[config.mk]
export PLATFORM = sky130hd
export DESIGN_NAME = temperature_reading_spike_filter
export DESIGN_NICKNAME = d
export VERILOG_FILES = /design/src/rtl/core/trsf_pkg.sv /design/src/rtl/core/temperature_reading_spike_filter.sv
export VERILOG_INCLUDE_DIRS = /design/src /design/src/rtl/core
export SDC_FILE = /design/constraint.sdc
export NUM_CORES = 1
export LEC_CHECK = 0
export ABC_AREA = 1
export BUFFER_PORTS_ARGS = -buffer_cell sky130_fd_sc_hd__buf_2
export CAP_MARGIN = 0
export CORE_ASPECT_RATIO = 0.75
export CORE_UTILIZATION = 30
export DETAILED_ROUTE_END_ITERATION = 16
export GPL_ROUTABILITY_DRIVEN = 0
export GPL_TIMING_DRIVEN = 0
export HOLD_SLACK_MARGIN = 0.1
export PLACE_DENSITY = 0.54
export SLEW_MARGIN = 20
export SYNTH_ARGS = -nofsm -noshare
export SYNTH_HDL_FRONTEND = slang
export SYNTH_SLANG_ARGS = --single-unit
[constraint.sdc]
create_clock -name i_clk -period 6.3 [get_ports i_clk]
set_clock_uncertainty 0.15 [all_clocks]
set_input_delay 1.26 -clock i_clk [delete_from_list [all_inputs] [get_ports i_clk]]
set_output_delay 1.26 -clock i_clk [all_outputs]
set_load 0.01 [all_outputs]
[src/rtl/core/temperature_reading_spike_filter_assert.svh]
// assertion macros for the spike filter
`ifndef TEMPERATURE_READING_SPIKE_FILTER_ASSERT_SVH
`define TEMPERATURE_READING_SPIKE_FILTER_ASSERT_SVH
`ifndef SYNTH
// consequent checked in the same cycle
`define TRSF_ASSERT_NOW(label, clk, rst_n, ante, cons) \
    label: assert property (@(posedge clk) disable iff (!rst_n) (ante) |-> (cons)) \
        else $error("spike filter check failed");
// consequent checked in the next cycle
`define TRSF_ASSERT_NEXT(label, clk, rst_n, ante, cons) \
    label: assert property (@(posedge clk) disable iff (!rst_n) (ante) |=> (cons)) \
        else $error("spike filter check failed");
`else
`define TRSF_ASSERT_NOW(label, clk, rst_n, ante, cons)
`define TRSF_ASSERT_NEXT(label, clk, rst_n, ante, cons)
`endif
`endif

[src/rtl/core/trsf_pkg.sv]
package trsf_pkg;

    localparam int unsigned TEMP_W    = 15;
    localparam int unsigned RAW_W     = 16;
    localparam int unsigned ROM_W     = 64;
    localparam int unsigned CLOSE_W   = 8;
    localparam int unsigned PERSIST_W = 10;
    localparam int unsigned CFG_IDX_W = 2;
    localparam int unsigned CFG_DAT_W = 10;

    localparam logic [CLOSE_W-1:0]   CLOSE_RST   = 8'd1;
    localparam logic [PERSIST_W-1:0] PERSIST_RST = 10'd100;

    localparam logic [7:0] FAMILY_A = 8'h10;
    localparam logic [7:0] FAMILY_B = 8'h28;
    localparam logic [7:0] CRC_POLY = 8'h8C;

    typedef enum logic [CFG_IDX_W-1:0] {
        REG_CLOSE_LIMIT   = 2'd0,
        REG_PERSIST_LIMIT = 2'd1
    } t_cfg_reg;

    typedef enum logic [1:0] {
        ST_OK         = 2'd0,
        ST_NO_SENSOR  = 2'd1,
        ST_CRC_BAD    = 2'd2,
        ST_BAD_FAMILY = 2'd3
    } t_status;

    typedef struct packed {
        logic                    device_found;
        logic [ROM_W-1:0]        rom_code;
        logic signed [RAW_W-1:0] raw_temp;
    } t_in_item;

    typedef struct packed {
        t_status           status;
        logic              has_value;
        logic [TEMP_W-1:0] filtered_temp;
    } t_out_item;

    // reflected crc8, lsb first over the seven low bytes
    function automatic logic [7:0] rom_crc8(input logic [ROM_W-1:0] rom);
        logic [7:0] crc;
        logic       mix;
        crc = 8'h00;
        for (int i = 0; i < 56; i++) begin
            mix = crc[0] ^ rom[i];
            crc = {1'b0, crc[7:1]} ^ (mix ? CRC_POLY : 8'h00);
        end
        return crc;
    endfunction

    function automatic logic [TEMP_W-1:0] abs_diff(input logic [TEMP_W-1:0] a,
                                                   input logic [TEMP_W-1:0] b);
        return (a > b) ? (a - b) : (b - a);
    endfunction

endpackage

[src/rtl/core/temperature_reading_spike_filter.sv]
// Spike filter for sensor polls. Each item carries a found flag, the ROM code and the raw
// reading; the ROM code is CRC8 checked and its family byte screened, and a good positive
// reading close to the held temperature replaces it, while a far one must persist past the
// limit before it does. One item is taken every cycle while the output is not stalled; an
// item passes an input register and the result register, where its result waits until the
// output is taken. The filter state is updated in the same cycle an item moves from the
// input register to the result register. Configuration writes take effect on the next item
// processed.
module temperature_reading_spike_filter
    import trsf_pkg::*;
(
    input  logic                 i_clk,
    input  logic                 i_rst_n,
    input  logic                 i_in_valid,
    output logic                 o_in_ready,
    input  t_in_item             i_in_item,
    output logic                 o_out_valid,
    input  logic                 i_out_ready,
    output t_out_item            o_out_item,
    input  logic                 i_cfg_we,
    input  logic [CFG_IDX_W-1:0] i_cfg_idx,
    input  logic [CFG_DAT_W-1:0] i_cfg_data
);

    `include "temperature_reading_spike_filter_assert.svh"

    logic                 r_in_vld;
    t_in_item             r_in;
    logic                 r_out_vld;
    t_out_item            r_out;

    logic [CLOSE_W-1:0]   r_close_limit;
    logic [PERSIST_W-1:0] r_persist_limit;

    logic                 r_held_vld;
    logic [TEMP_W-1:0]    r_held_temp;
    logic [TEMP_W-1:0]    r_cand_temp;
    logic [PERSIST_W-1:0] r_count;

    logic                 n_held_vld;
    logic [TEMP_W-1:0]    n_held_temp;
    logic [TEMP_W-1:0]    n_cand_temp;
    logic [PERSIST_W-1:0] n_count;
    t_status              w_status;

    logic                 w_adv;
    logic [TEMP_W-1:0]    w_reading;
    logic                 w_positive;
    logic [TEMP_W-1:0]    w_diff;
    logic [TEMP_W-1:0]    w_cand_diff;
    logic [PERSIST_W:0]   w_count_inc;
    logic [7:0]           w_family;

    assign w_adv      = r_in_vld && (!r_out_vld || i_out_ready);
    assign o_in_ready = !r_in_vld || w_adv;

    always_ff @(posedge i_clk) begin
        if (!i_rst_n) begin
            r_in_vld <= 1'b0;
        end else if (o_in_ready) begin
            r_in_vld <= i_in_valid;
        end
        if (o_in_ready && i_in_valid) begin
            r_in <= i_in_item;
        end
    end

    always_ff @(posedge i_clk) begin
        if (!i_rst_n) begin
            r_close_limit   <= CLOSE_RST;
            r_persist_limit <= PERSIST_RST;
        end else if (i_cfg_we) begin
            if (i_cfg_idx == REG_CLOSE_LIMIT) begin
                r_close_limit <= i_cfg_data[CLOSE_W-1:0];
            end else if (i_cfg_idx == REG_PERSIST_LIMIT) begin
                r_persist_limit <= i_cfg_data[PERSIST_W-1:0];
            end
        end
    end

    assign w_family    = r_in.rom_code[7:0];
    assign w_reading   = r_in.raw_temp[TEMP_W-1:0];
    assign w_positive  = !r_in.raw_temp[RAW_W-1] && (r_in.raw_temp != '0);
    assign w_diff      = abs_diff(r_held_temp, w_reading);
    assign w_cand_diff = abs_diff(r_held_temp, r_cand_temp);
    assign w_count_inc = {1'b0, r_count} + {{PERSIST_W{1'b0}}, 1'b1};

    always_comb begin
        n_held_vld  = r_held_vld;
        n_held_temp = r_held_temp;
        n_cand_temp = r_cand_temp;
        n_count     = r_count;
        if (!r_in.device_found) begin
            w_status = ST_NO_SENSOR;
        end else if (rom_crc8(r_in.rom_code) != r_in.rom_code[ROM_W-1:ROM_W-8]) begin
            w_status = ST_CRC_BAD;
        end else if (w_family != FAMILY_A && w_family != FAMILY_B) begin
            w_status = ST_BAD_FAMILY;
        end else begin
            w_status = ST_OK;
            if (w_positive) begin
                if (!r_held_vld || (w_diff < {{(TEMP_W-CLOSE_W){1'b0}}, r_close_limit})) begin
                    n_count     = '0;
                    n_held_temp = w_reading;
                    n_held_vld  = 1'b1;
                end else begin
                    if (w_diff < w_cand_diff || r_count == '0) begin
                        n_cand_temp = w_reading;
                    end
                    // candidate wins once the count passes the limit
                    if (w_count_inc > {1'b0, r_persist_limit}) begin
                        n_count     = '0;
                        n_held_temp = n_cand_temp;
                    end else begin
                        n_count = w_count_inc[PERSIST_W-1:0];
                    end
                end
            end
        end
    end

    always_ff @(posedge i_clk) begin
        if (!i_rst_n) begin
            r_held_vld  <= 1'b0;
            r_held_temp <= '0;
            r_cand_temp <= '0;
            r_count     <= '0;
            r_out_vld   <= 1'b0;
        end else begin
            if (w_adv) begin
                r_held_vld  <= n_held_vld;
                r_held_temp <= n_held_temp;
                r_cand_temp <= n_cand_temp;
                r_count     <= n_count;
                r_out_vld   <= 1'b1;
            end else if (i_out_ready) begin
                r_out_vld <= 1'b0;
            end
        end
        if (w_adv) begin
            r_out.status        <= w_status;
            r_out.has_value     <= n_held_vld;
            r_out.filtered_temp <= n_held_vld ? n_held_temp : '0;
        end
    end

    assign o_out_valid = r_out_vld;
    assign o_out_item  = r_out;

    `TRSF_ASSERT_NEXT(a_held_sticks, i_clk, i_rst_n, r_held_vld, r_held_vld)
    `TRSF_ASSERT_NEXT(a_fail_keeps_state, i_clk, i_rst_n, w_adv && w_status != ST_OK,
        $stable(r_held_temp) && $stable(r_cand_temp) && $stable(r_count))
    `TRSF_ASSERT_NOW(a_empty_reads_zero, i_clk, i_rst_n,
        r_out_vld && !r_out.has_value, r_out.filtered_temp == '0)
    `TRSF_ASSERT_NEXT(a_adv_gives_result, i_clk, i_rst_n, w_adv, r_out_vld)

endmodule
* Yosys cells after proc, flatten, opt, wreduce, memory -nomap -nowiden *
Index checks and enable logic that the tools add are counted.

word-level totals
  flip-flop bits (word level) = 160
  output and inout port bits = 20
  word-level logic and storage cells = 238

operators by class
  add/subtract/negate cells = 5
  magnitude comparators = 5
  equal/unequal tests = 4
  muxes and demuxes = 76
  bitwise gates (word level) = 114
  reductions and logical operators = 20

operator list
  operator                                                          number
  8-bit two-way mux                                                 56
  7-bit by 8-bit bitwise XOR with 8-bit output                      55
  15-bit two-way mux                                                9
  15-bit subtractor                                                 4
  1-bit bitwise XOR                                                 55
  15-bit greater-than comparator                                    2
  10-bit two-way mux                                                2
  16-bit nonzero test                                               1
  15-bit < comparator                                               1
  15-bit by 8-bit < comparator with 1-bit output                    1
  10-bit by 1-bit adder with 11-bit output (second input constant)  1
  11-bit by 10-bit greater-than comparator with 1-bit output        1
  10-bit logical NOT                                                1
  8-bit by 5-bit != test with 1-bit output (second input constant)  1
  8-bit by 6-bit != test with 1-bit output (second input constant)  1
  8-bit != test                                                     1
  1-bit two-way mux                                                 7
  6-bit AND reduction                                               1
  5-bit AND reduction                                               1
  1-bit logical AND                                                 4
  1-bit logical NOT                                                 4
  1-bit logical OR                                                  4
  2-bit two-way mux                                                 2
  1-bit inverter                                                    4
  5 further kinds                                                   5

* Logic depth before layout (Yosys ltp) *
  depth in word-level cells = 169
  gate-level depth with buffers = 63

* Worst setup path after synthesis *
No wires, ideal clock.

  path kind = reg-to-reg
  from = register r_in[16] in the netlist's numbering
  to = register r_out (netlist bit o_out_item[17]) (data pin)
  setup time = 0.249 ns
  data arrival time = 5.143 ns
  slack = 0.758 ns
  cell stages (with the launch flop) = 57
  clock period less this slack = 5.542 ns
  path through = edfxtp_1 -> inv_2 -> ha_1 -> inv_1 -> nand2_1 -> nand2_1 -> nand2_1 -> nand2_1 -> inv_1 -> nand2_1 -> nand3_1 -> nand2_1 -> inv_2 -> nand3_1 -> nand2_1 -> nand3_1 -> nand2_2 -> nand2_1 -> [21 not listed] -> nand2_2 -> inv_2 -> nand2_2 -> nand2_2 -> nand2_1 -> nand3_1 -> nand3_2 -> nand2_1 -> nand2_1 -> nand2_1 -> nor2_2 -> nand2_2 -> nor2_8 -> buf_8 -> buf_6 -> nand2_1 -> nand2_1 -> inv_1

on the way
  cells in the longest elaborated chain, start to end = 94
  elaborated cells between the ends (all ways) = 166
  those cells by class = eq/ne: 3; mux: 55; bitwise: 107; reduce/logical: 1

RTL lines
  what                                                                                      line                                    RTL
  start, declared                                                                           temperature_reading_spike_filter.sv:28  t_in_item r_in;
  start signal, assigned                                                                    temperature_reading_spike_filter.sv:64  r_in <= i_in_item;
  8-bit two-way mux                                                                         trsf_pkg.sv:49                          crc = {1'b0, crc[7:1]} ^ (mix ? CRC_POLY : 8'h00);
  7-bit by 8-bit bitwise XOR with 8-bit output (2 in series)                                trsf_pkg.sv:49
  1-bit bitwise XOR / 7-bit by 8-bit bitwise XOR with 8-bit output (equally long branches)  trsf_pkg.sv:48, trsf_pkg.sv:49
  8-bit two-way mux / 1-bit bitwise XOR (equally long branches)                             trsf_pkg.sv:49, trsf_pkg.sv:48
  7-bit by 8-bit bitwise XOR with 8-bit output / 8-bit two-way mux (equally long branches)  trsf_pkg.sv:49
  7-bit by 8-bit bitwise XOR with 8-bit output (2 in series)                                trsf_pkg.sv:49
  1-bit bitwise XOR / 7-bit by 8-bit bitwise XOR with 8-bit output (equally long branches)  trsf_pkg.sv:48, trsf_pkg.sv:49
  8-bit two-way mux / 1-bit bitwise XOR (equally long branches)                             trsf_pkg.sv:49, trsf_pkg.sv:48
  [75 not listed]                                                                           n/a
  7-bit by 8-bit bitwise XOR with 8-bit output / 8-bit two-way mux (equally long branches)  trsf_pkg.sv:49
  7-bit by 8-bit bitwise XOR with 8-bit output (2 in series)                                trsf_pkg.sv:49
  1-bit bitwise XOR / 7-bit by 8-bit bitwise XOR with 8-bit output (equally long branches)  trsf_pkg.sv:48, trsf_pkg.sv:49
  8-bit two-way mux / 1-bit bitwise XOR (equally long branches)                             trsf_pkg.sv:49, trsf_pkg.sv:48
  7-bit by 8-bit bitwise XOR with 8-bit output / 8-bit two-way mux (equally long branches)  trsf_pkg.sv:49
  7-bit by 8-bit bitwise XOR with 8-bit output                                              trsf_pkg.sv:49
  8-bit != test                                                                             temperature_reading_spike_filter.sv:95  end else if (rom_crc8(r_in.rom_code) != r_in.rom_code[ROM_W-1:ROM_W-8]) begin
  2-bit two-way mux (*)                                                                     temperature_reading_spike_filter.sv:95
  end, declared                                                                             temperature_reading_spike_filter.sv:30  t_out_item r_out;

Every way passes the cells marked *; elsewhere a longest branch is shown, timed or not.
A chain may end at the register's enable or synchronous reset.

* Worst setup path in the final report *
  from = register r_in[17] in the netlist's numbering
  to = register r_out (netlist bit o_out_item[4]) (data pin)

on the way
  cells in the longest elaborated chain, start to end = 96
  elaborated cells between the ends (all ways) = 169
  those cells by class = eq/ne: 3; mux: 58; bitwise: 107; reduce/logical: 1

RTL lines
  what                                                        line                                    RTL
  1-bit bitwise XOR                                           trsf_pkg.sv:48                          mix = crc[0] ^ rom[i];
  8-bit two-way mux                                           trsf_pkg.sv:49
  7-bit by 8-bit bitwise XOR with 8-bit output (3 in series)  trsf_pkg.sv:49
  1-bit bitwise XOR                                           trsf_pkg.sv:48
  8-bit two-way mux                                           trsf_pkg.sv:49
  7-bit by 8-bit bitwise XOR with 8-bit output (3 in series)  trsf_pkg.sv:49
  1-bit bitwise XOR                                           trsf_pkg.sv:48
  8-bit two-way mux                                           trsf_pkg.sv:49
  [75 not listed]                                             n/a
  7-bit by 8-bit bitwise XOR with 8-bit output (3 in series)  trsf_pkg.sv:49
  1-bit bitwise XOR                                           trsf_pkg.sv:48
  8-bit two-way mux                                           trsf_pkg.sv:49
  7-bit by 8-bit bitwise XOR with 8-bit output                trsf_pkg.sv:49
  8-bit != test                                               temperature_reading_spike_filter.sv:95
  1-bit two-way mux (*)                                       temperature_reading_spike_filter.sv:95
  1-bit two-way mux (*)                                       temperature_reading_spike_filter.sv:93  if (!r_in.device_found) begin
  named net n_held_vld                                        temperature_reading_spike_filter.sv:40  logic n_held_vld;

The timed path passes the listed nets; every way through them passes the cells marked *.

==> metrics.txt <==
CP Capture Point=o_out_item[4]$_SDFFCE_PN0P_; wl on met1=20160 um; Hold Buf Count CTS=0; Post-synth top cells=398 x nand2_1, 233 x inv_1, 181 x nand3_1; mean number of vias per cell=5.035; #FFs+latches synth=160; GRT overflow=0; Initial Util=0.3067; FF-to-FF path depth=55; CTS tree=done; floorplan row count=64; post-synth top area cell=edfxtp_1; r2r startpoint=r_in[17]$_DFFE_PP_; worst skew pair latency=470 ps; # Max-Cap Violations=0; Worst Setup End Kind=flip-flop; initial antenna violation count=0; # setup viols final=44; failing checks=setup timing; die width=238.6 um; asr flop ratio synth=0; Area contributors post-synth=edfxtp_1 24%, nand2_1 12%, dfxtp_1 9.7%, ha_1 9.1%, nand3_1 7.2%; cell at the slowest stage of the critical path=edfxtp_1; # fillers=4128; Top FF cell, synth=edfxtp_1; r2r endpoint=o_out_item[4]$_SDFFCE_PN0P_; share of the synthesized area in the top cell type=0.2360; Num Clock Sinks=160; vias in the first global route=11370; final worst slack=-99.22 ps; Yosys cell types=55; share of cells above drive strength 1=0.3122; fin. max-slew vios=0; CTS clk-pin slew, worst paths=70 ps; min-delay worst type=flip-flop to flip-flop; RSZ-0062 raised after global routing=yes; GRT Overall Usage=0.1904; hold_ws=315.5 ps; drt wl/cell=17.30 um; CTS HTree Levels=4; Num CTS Buffers=17; status=complete, but fails checks; Syn Std Cell Area=0.01260 mm2; # diodes=0; slew at the pin with the worst max-slew slack=887.3 ps; Ys Warns=0; port bufs=116; Worst setup SP type=flip-flop; final instance area=0.01693 mm2; DRT Pass-1 Iters=6; CP arrival=6460 ps; synthesis-to-layout area growth=34.41%; relative slew slack=0.4084; Vias=12420; Crit Path Category=flip-flop to flip-flop; final period utilization=1.016; slowest cell delay on critical path=440 ps; Final Hold Viols=0; drc violations=0; met2 WL=18260 um; clk buf depth=2; die height=179.5 um; placement-stage cell area=0.01391 mm2; Max Fclk=156.3 MHz; Synth Instances=1700; FF-to-FF setup slack=-100 ps; Net Count, Synth=1894; die area=0.04283 mm2; crit-path max FO=7; ANT nets after route=0; Routed Wire Length=42670 um; clk root buf=clkbuf_16; met3 wire len=3417 um; CORE AREA=0.04108 mm2; Nets=2087; largest net degree at the start of global routing=45; # IOs=118; most used cell, CP=nand2_4; Initial DRC Count=1029; Final min period=6399 ps; first-pass GRT wire length=62990 um; register area share after synthesis=0.3329; EDFF count, synth=99; Detailed Place HPWL=32870 um; count leader, synth=nand2_1; top routing layer used=met5; worst setup path startpoint=r_in[17]$_DFFE_PP_; CP required=6360 ps; Syn Area/Cell=7.411 um2
-- per-layer routing --
metal | up-vias | track usage
met5 | - | 0.01010
met2 | 425 | 0.2710
li1 | 6089 | -
met4 | 2 | 0.05026
met3 | 52 | 0.05006
met1 | 5853 | 0.2792
-- what timing repair did --
action,CTS,global route
resized for setup,104,366
setup endpoints to repair,58,59
buffers inserted,17,35
pin swaps,32,112
cloned,1,5
-- cell families (layout without fill, tap and decap cells) --
kind of cell             count (synthesis)  after routing  synth area share
multiplexers                             7              7          0.005562
XOR/XNOR                                67             67           0.04996
buffers and inverters                  293            499           0.09147
flip-flops                             160            160            0.3329
AO/OA/AOI/OAI                          273            273            0.1238
AND/OR/NAND/NOR                        804            804            0.2985
adder cells (fa/ha/maj)                 96             96           0.09773
-- stage by stage --
step,cells,TNS (ps),util,setup slack [ps]
after global routing,2467,-24130,0.4122,-490.4
after global placement,2377,-18720,0.3379,-725.5
after CTS,2429,-5.927,0.3665,-5.927
final,2467,-2109,0.4122,-99.22
after floorplan,1700,0,-,757.6
after detailed placement,2379,-22260,0.3387,-706.3
-- layout make-up --
type	count	area [um2]	area share
plain buffers	42	271.5	0.01603
flip-flops and latches	160	4200	0.2480
clock inverters	15	135.1	0.007980
clock buffers	17	425.4	0.02512
repair buffers	175	1221	0.07211
multi-input cells	1247	9015	0.5324
well taps	561	701.9	0.04145
inverters	250	963.4	0.05689
-- worst min path at each step --
stage                             startpoint                             to  slack [ps]  cells after the start
5_1_grt        r_close_limit[3]$_SDFFE_PN0P_  r_close_limit[3]$_SDFFE_PN0P_         340                      2
2_1_floorplan  r_close_limit[0]$_SDFFE_PN1P_  r_close_limit[0]$_SDFFE_PN1P_         280                      2
3_3_place_gp   r_close_limit[5]$_SDFFE_PN0P_  r_close_limit[5]$_SDFFE_PN0P_         310                      2
4_1_cts        r_close_limit[3]$_SDFFE_PN0P_  r_close_limit[3]$_SDFFE_PN0P_         320                      2
3_5_place_dp   r_close_limit[3]$_SDFFE_PN0P_  r_close_limit[3]$_SDFFE_PN0P_         310                      2
6_report       r_close_limit[3]$_SDFFE_PN0P_  r_close_limit[3]$_SDFFE_PN0P_         320                      2
-- placed cells by master (no fill, tap or decap), drive strengths merged, types with 2 or more instances in the layout --
master    instances
o211ai            5
o31ai             4
nor4              7
nand3b           19
nor3             13
clkinv            8
and3              2
a2111oi           2
clkinvlp          3
o21bai            4
a21o              4
nand4            38
a221oi            3
ha               92
dfxtp            61
nand3           199
buf             186
inv             253
xnor2            23
edfxtp           99
a21oi           140
o21ai            77
mux2i             7
xor2             42
clkbuf           48
nor2             79
nand2           445
o221ai            3
fa                4
o22ai             2
a211oi           24
xnor3             2
-- flip-flops by register name, indices dropped and copies added (netlist names) --
name             count
r_close_limit        8
r_count             10
r_held_temp         15
o_out_valid          1
r_in_vld             1
r_cand_temp         15
r_persist_limit     10
r_held_vld           1
o_out_item          18
r_in                81
-- critical path: cells and delay by family, from the launching register on --
kind / cells / cell delay [ps]
and+or+nand+nor: 42 / 4080
buffers and inverters: 10 / 980
DFF: 1 / 440
xor gates and xnor gates: 1 / 270
adders and majority gates: 1 / 220
AOI/OAI and AO/OA: 1 / 30
Power is left out: the tool's default activity adds up to more than one toggle a clock period on the data nets, which glitch-free logic cannot reach.
